### src/design/dq_srch_pkg.sv
// package for the double-ended queue with search
// holds sizes, opcode and status codes, and the beat structs
// no dependencies
`default_nettype none

package dq_srch_pkg;

  localparam int unsigned DEPTH = 16;
  localparam int unsigned IDX_W = $clog2(DEPTH);
  localparam int unsigned CNT_W = $clog2(DEPTH + 1);

  localparam logic [2:0] OP_PUSH_FRONT = 3'd0;
  localparam logic [2:0] OP_PUSH_BACK  = 3'd1;
  localparam logic [2:0] OP_POP_FRONT  = 3'd2;
  localparam logic [2:0] OP_POP_BACK   = 3'd3;
  localparam logic [2:0] OP_SEARCH     = 3'd4;
  localparam logic [2:0] OP_CLEAR      = 3'd5;

  localparam logic [1:0] ST_OK    = 2'd0;
  localparam logic [1:0] ST_EMPTY = 2'd1;
  localparam logic [1:0] ST_FULL  = 2'd2;

  typedef struct packed {
    logic [2:0]         opcode;
    logic signed [31:0] value;
  } in_beat_t;

  typedef struct packed {
    logic [1:0]         status;
    logic signed [31:0] popped_value;
    logic               found;
    logic [CNT_W-1:0]   count;
  } out_beat_t;

endpackage

`default_nettype wire

### src/design/double_ended_queue_with_search.sv
// double-ended queue of signed 32-bit values in a circular buffer, with linear search
// uses dq_srch_pkg; one storage array with one write port and one registered read port
// push, clear and no-op go from S_EXEC to S_DONE; pop adds S_POP to capture the registered read
// search steps through S_SCAN with one compare per stored entry, stopping at the first match or the last entry
// one beat in flight; a new beat is taken while the previous result waits for the sink
// reset clears head, count and handshake state; the storage array is not cleared
`default_nettype none

module double_ended_queue_with_search (
  input  wire                   clk_i,
  input  wire                   rst_ni,
  input  wire                   in_valid_i,
  output logic                  in_stall_o,
  input  wire dq_srch_pkg::in_beat_t in_data_i,
  output logic                  out_valid_o,
  input  wire                   out_stall_i,
  output dq_srch_pkg::out_beat_t out_data_o
);
  import dq_srch_pkg::*;

  typedef enum logic [4:0] {
    S_IDLE = 5'b00001,
    S_EXEC = 5'b00010,
    S_POP  = 5'b00100,
    S_SCAN = 5'b01000,
    S_DONE = 5'b10000
  } state_e;

  state_e state_q, state_d;

  logic [2:0]         op_q;
  logic signed [31:0] val_q;
  logic [IDX_W-1:0]   head_q, head_d;
  logic [CNT_W-1:0]   count_q, count_d;
  logic [CNT_W-1:0]   idx_q, idx_d;
  logic [1:0]         status_q, status_d;
  logic signed [31:0] popped_q, popped_d;
  logic               found_q, found_d;
  logic               out_valid_q, out_valid_d;
  out_beat_t          out_q, out_d;

  logic signed [31:0] mem [DEPTH];
  logic signed [31:0] rdata_q;
  logic [IDX_W-1:0]   rd_addr, wr_addr;
  logic               wr_en;

  logic in_acc, full, empty, out_free;

  assign in_stall_o  = (state_q != S_IDLE);
  assign in_acc      = in_valid_i && (state_q == S_IDLE);
  assign out_valid_o = out_valid_q;
  assign out_data_o  = out_q;
  assign out_free    = !out_valid_q || !out_stall_i;
  assign full        = (count_q == CNT_W'(DEPTH));
  assign empty       = (count_q == '0);

  always_ff @(posedge clk_i) begin
    if (wr_en) begin
      mem[wr_addr] <= val_q;
    end
    rdata_q <= mem[rd_addr];
  end

  always_ff @(posedge clk_i) begin
    if (in_acc) begin
      op_q  <= in_data_i.opcode;
      val_q <= in_data_i.value;
    end
    status_q <= status_d;
    popped_q <= popped_d;
    found_q  <= found_d;
    idx_q    <= idx_d;
    out_q    <= out_d;
  end

  always_ff @(posedge clk_i or negedge rst_ni) begin
    if (!rst_ni) begin
      state_q     <= S_IDLE;
      head_q      <= '0;
      count_q     <= '0;
      out_valid_q <= 1'b0;
    end else begin
      state_q     <= state_d;
      head_q      <= head_d;
      count_q     <= count_d;
      out_valid_q <= out_valid_d;
    end
  end

  always_comb begin
    state_d     = state_q;
    head_d      = head_q;
    count_d     = count_q;
    idx_d       = idx_q;
    status_d    = status_q;
    popped_d    = popped_q;
    found_d     = found_q;
    out_d       = out_q;
    out_valid_d = out_valid_q && out_stall_i;
    wr_en       = 1'b0;
    wr_addr     = head_q;
    rd_addr     = head_q + idx_q[IDX_W-1:0];

    unique case (state_q)
      S_IDLE: begin
        if (in_acc) begin
          state_d = S_EXEC;
        end
      end
      S_EXEC: begin
        status_d = ST_OK;
        popped_d = '0;
        found_d  = 1'b0;
        state_d  = S_DONE;
        priority if (op_q == OP_PUSH_FRONT || op_q == OP_PUSH_BACK) begin
          if (full) begin
            status_d = ST_FULL;
          end else begin
            wr_en   = 1'b1;
            count_d = count_q + 1'b1;
            if (op_q == OP_PUSH_FRONT) begin
              wr_addr = head_q - 1'b1;
              head_d  = head_q - 1'b1;
            end else begin
              wr_addr = head_q + count_q[IDX_W-1:0];
            end
          end
        end else if (op_q == OP_POP_FRONT || op_q == OP_POP_BACK) begin
          if (empty) begin
            status_d = ST_EMPTY;
          end else begin
            count_d = count_q - 1'b1;
            state_d = S_POP;
            if (op_q == OP_POP_FRONT) begin
              rd_addr = head_q;
              head_d  = head_q + 1'b1;
            end else begin
              rd_addr = head_q + count_q[IDX_W-1:0] - 1'b1;
            end
          end
        end else if (op_q == OP_SEARCH) begin
          if (empty) begin
            status_d = ST_EMPTY;
          end else begin
            rd_addr = head_q;
            idx_d   = CNT_W'(1);
            state_d = S_SCAN;
          end
        end else if (op_q == OP_CLEAR) begin
          if (empty) begin
            status_d = ST_EMPTY;
          end
          count_d = '0;
          head_d  = '0;
        end else begin
          status_d = ST_OK;
        end
      end
      S_POP: begin
        popped_d = rdata_q;
        state_d  = S_DONE;
      end
      S_SCAN: begin
        if (rdata_q == val_q) begin
          found_d = 1'b1;
          state_d = S_DONE;
        end else if (idx_q == count_q) begin
          state_d = S_DONE;
        end else begin
          rd_addr = head_q + idx_q[IDX_W-1:0];
          idx_d   = idx_q + 1'b1;
        end
      end
      S_DONE: begin
        if (out_free) begin
          out_d.status       = status_q;
          out_d.popped_value = popped_q;
          out_d.found        = found_q;
          out_d.count        = count_q;
          out_valid_d        = 1'b1;
          state_d            = S_IDLE;
        end
      end
      default: begin
        state_d = S_IDLE;
      end
    endcase
  end

endmodule

`default_nettype wire
### config.mk
export PLATFORM = sky130hd
export DESIGN_NAME = double_ended_queue_with_search
export DESIGN_NICKNAME = d
export VERILOG_FILES = /design/src/design/dq_srch_pkg.sv /design/src/design/double_ended_queue_with_search.sv
export SDC_FILE = /design/constraint.sdc
export NUM_CORES = 1
export LEC_CHECK = 0
export ABC_CLOCK_PERIOD_IN_PS = 9100
export BUFFER_PORTS_ARGS = -buffer_cell sky130_fd_sc_hd__buf_2
export CELL_PAD_IN_SITES_DETAIL_PLACEMENT = 0
export CELL_PAD_IN_SITES_GLOBAL_PLACEMENT = 1
export CORE_MARGIN = 1.5
export CORE_UTILIZATION = 34
export DETAILED_ROUTE_END_ITERATION = 8
export GPL_ROUTABILITY_DRIVEN = 0
export HOLD_SLACK_MARGIN = 0.15
export PLACE_DENSITY_LB_ADDON = 0.1
export SLEW_MARGIN = 20
export SYNTH_ARGS = -nofsm -noshare
export SYNTH_HDL_FRONTEND = slang
export SYNTH_SLANG_ARGS = --single-unit
### constraint.sdc
create_clock -name clk_i -period 9.1 [get_ports clk_i]
set_input_delay 0.455 -clock clk_i [delete_from_list [all_inputs] [get_ports clk_i]]
set_output_delay 0.455 -clock clk_i [all_outputs]
set_load 0.05 [all_outputs]
==> metrics <==
status finished clean; fin crit share 52.7%; final net count 2191; Seq pwr share 38.7%; Reg2Reg Setup Slack 4.31 ns; crit start category register; Rel. slew slack 27.7%; Post-synth EDFFs 627; Post-Syn Area 0.0270 mm^2; largest net degree at the start of global routing between 150 and 200; synthesized net count 2071; worst vdd ir ~0.2 mV; YS warnings 0; DR vias 16224; Pwr Total 10.5 mW; CP required 9.59 ns; Via density 4.99; Crit. End Element register; initial core utilization 34.3%; CTS tree done; die area 0.0812 mm^2; DP HPWL 38.4 mm; CTS buffer count 76; setup repair after global routing missed its margin no; share of the yosys chip area belonging to registers 73.4%; Core Region approximately 0.08 mm^2; delay-heaviest family, CP adder cells; Tmin final approximately 4.8 ns; # Post-CTS Setup Buffers 0; row count 103; CTS-repair resized insts 0; commonest non-fill, non-tap cell in the layout edfxtp_1; total net switching power 3.73 mW; Max Fclk 0.209 GHz; most frequent cells in the layout edfxtp_1 (627), nand2_1 (521), a21oi_1 (137); share of cells above drive strength 1 13.7%; Sw Ratio 35.5%; Worst Tran Pin Value 1.08 ns; first-pass GRT wire length between 100 and 150 mm; DIE HEIGHT 285 um; Hold Crit Class in2async; drt wl/cell 23.2 um; Crit Path Class reg2reg; Antenna Nets Post-Route 0; DR pass1 iterations 5; Setup Viol. Count Final 0; Fin. Hold Viols 0; vias in the first global route 16101; FF+latch count, synth 674; max-cap violation count 0; P_int 6.77 mW; Worst path slowest cell nor3_4; total track usage between 10% and 20%; Critical Path Max Stage Delay about 0.88 ns; Slew Limit Fails 0; combinational power share 31.7%; clk root buf clkbuf_16; H-tree Lvls 3; # IOs 81; CTS Buffer Depth 3; asr flop ratio synth under 10%; skew final about 0.018 ns; Setup TNS 0 ns; clk sinks 674; final WL approximately 75 mm; P_leak 10.7 nW; DRT iter0 DRCs 1184; Clock Pin Slew Worst Setup and Hold Paths 0.06 ns; initial antenna violation count 1; hold_ws 0.305 ns; critical path data arrival time 5.29 ns; predominant post-synthesis flop cell edfxtp_1; Die W 285 um; Worst Path Max Fanout 64; worst path cell trace ha_1 -> fa_1 -> inv_1 -> ha_1 -> xor3_1 -> a211oi_1 -> o21bai_1 -> nand2_2 -> buf_4 -> nor3_4 -> buf_4 -> a21boi_1 -> nor4_2; Post-route DRC 0; Syn Area/Cell 13.4 um^2; worst-skew pair later-pin latency 0.62 ns; Clock power frac around 30%; Power Density 332 mW/mm^2; aggregate global routing overflow 0; area delta synth->final 17.1%; number of library cell types mapped by synthesis 63; port bufs 80; Synth Instances 2017; WP buf/inv 3
power by group through the flow:
stage	logic [mW]	registers (mW)	clock network, mW
after floorplan	2.28	4.02	0
after global placement	3.32	4.13	0
after detailed placement	3.37	4.14	0
after CTS	3.39	4.08	3.19
after global routing	3.65	4.11	3.30
final	3.32	4.07	3.11
sequential cells by signal (all words and copies together) (netlist names):
| signal | flops |
|---|---|
| out_data_o | 40 |
| popped_q | 32 |
| status_q | 2 |
| idx_q | 5 |
| val_q | 32 |
| mem | 512 |
| count_q | 5 |
| rdata_q | 32 |
| found_q | 1 |
| state_q | 5 |
| out_valid_o | 1 |
| head_q | 4 |
| op_q | 3 |
cells in the mapped netlist (5+ instances only):
cell type	instances	area, um^2
mux2i_1	8	80.1
buf_4	7	52.6
a21boi_1	49	368
nand3b_1	62	465
nor3_1	78	390
nand4_1	10	62.6
o21ai_0	16	80.1
xnor2_1	40	350
xor2_1	8	70.1
nor4_1	5	31.3
buf_1	13	48.8
clkbuf_1	54	203
inv_1	9	33.8
a21oi_1	138	691
nand3_1	69	345
buf_2	44	220
nor2_1	34	128
nand2b_1	6	37.5
dfxtp_1	32	641
nand2_1	522	1960
a21boi_0	13	97.6
a211oi_1	8	60.1
and2_1	36	225
edfxtp_1	627	18800
dfrtp_1	14	350
ha_1	13	163
nor4_2	31	388
what timing repair did:
action                                 in CTS  in global routing
hold buffers                               38                  0
setup endpoints to repair                   0                  0
endpoints found under the hold margin      53                  0
through the flow:
step | std cells | util, % | setup slack, ns | instance area (um^2)
finish | 3249 | 40.1 | 4.31 | 31700
CTS | 3248 | 40.1 | 4.19 | 31700
detailed placement | 3071 | 36.5 | 4.20 | 28800
global route | 3248 | 40.1 | 3.93 | 31700
global placement | 3069 | 36.4 | 4.23 | 28700
floorplan | 2017 | - | 5.25 | 27000
per-layer routing:
layer  up-vias  routed length (um)  track usage (%)
met4         0                1880             5.61
met5         -                   0                0
met2       318               36000             30.3
met3       104                2590             2.35
li1       7561                   -                -
met1      8241               34800             26.1
final timing paths:
check	from	end	depth (start not counted)
max in group asynchronous	rst_ni	state_q[0]	2
min reg2reg	popped_q[6]	out_data_o[12]	0
min in group clk_i	popped_q[6]	out_data_o[12]	0
min	rst_ni	count_q[3]	2
max reg2reg	head_q[0]	rdata_q[3]	13
max	head_q[0]	rdata_q[3]	13
area by class of cell:
type                    instances  area [um^2]
clock inverters                39          468
flip-flops and latches        674        19800
diodes                          1         2.50
multi-input cells            1215         6810
repair buffers                161         1130
fillers                      7449        47200
inverters                       9         33.8
clock buffers                 100         2040
well taps                    1050         1310
cell families (layout without fill, tap and decap cells):
kind of cell | after synthesis | in the layout | share of synthesized area, %
simple gates | 882 | 882 | 15.8
flops | 674 | 674 | 73.4
compound gates | 259 | 259 | 5.92
buf+inv | 128 | 309 | 2.11
xor+xnor | 49 | 49 | 1.64
fa+ha+maj | 15 | 15 | 0.750
mux | 10 | 10 | 0.380
other cells | 0 | 1 | 0
(Power assumes the default switching activity.)
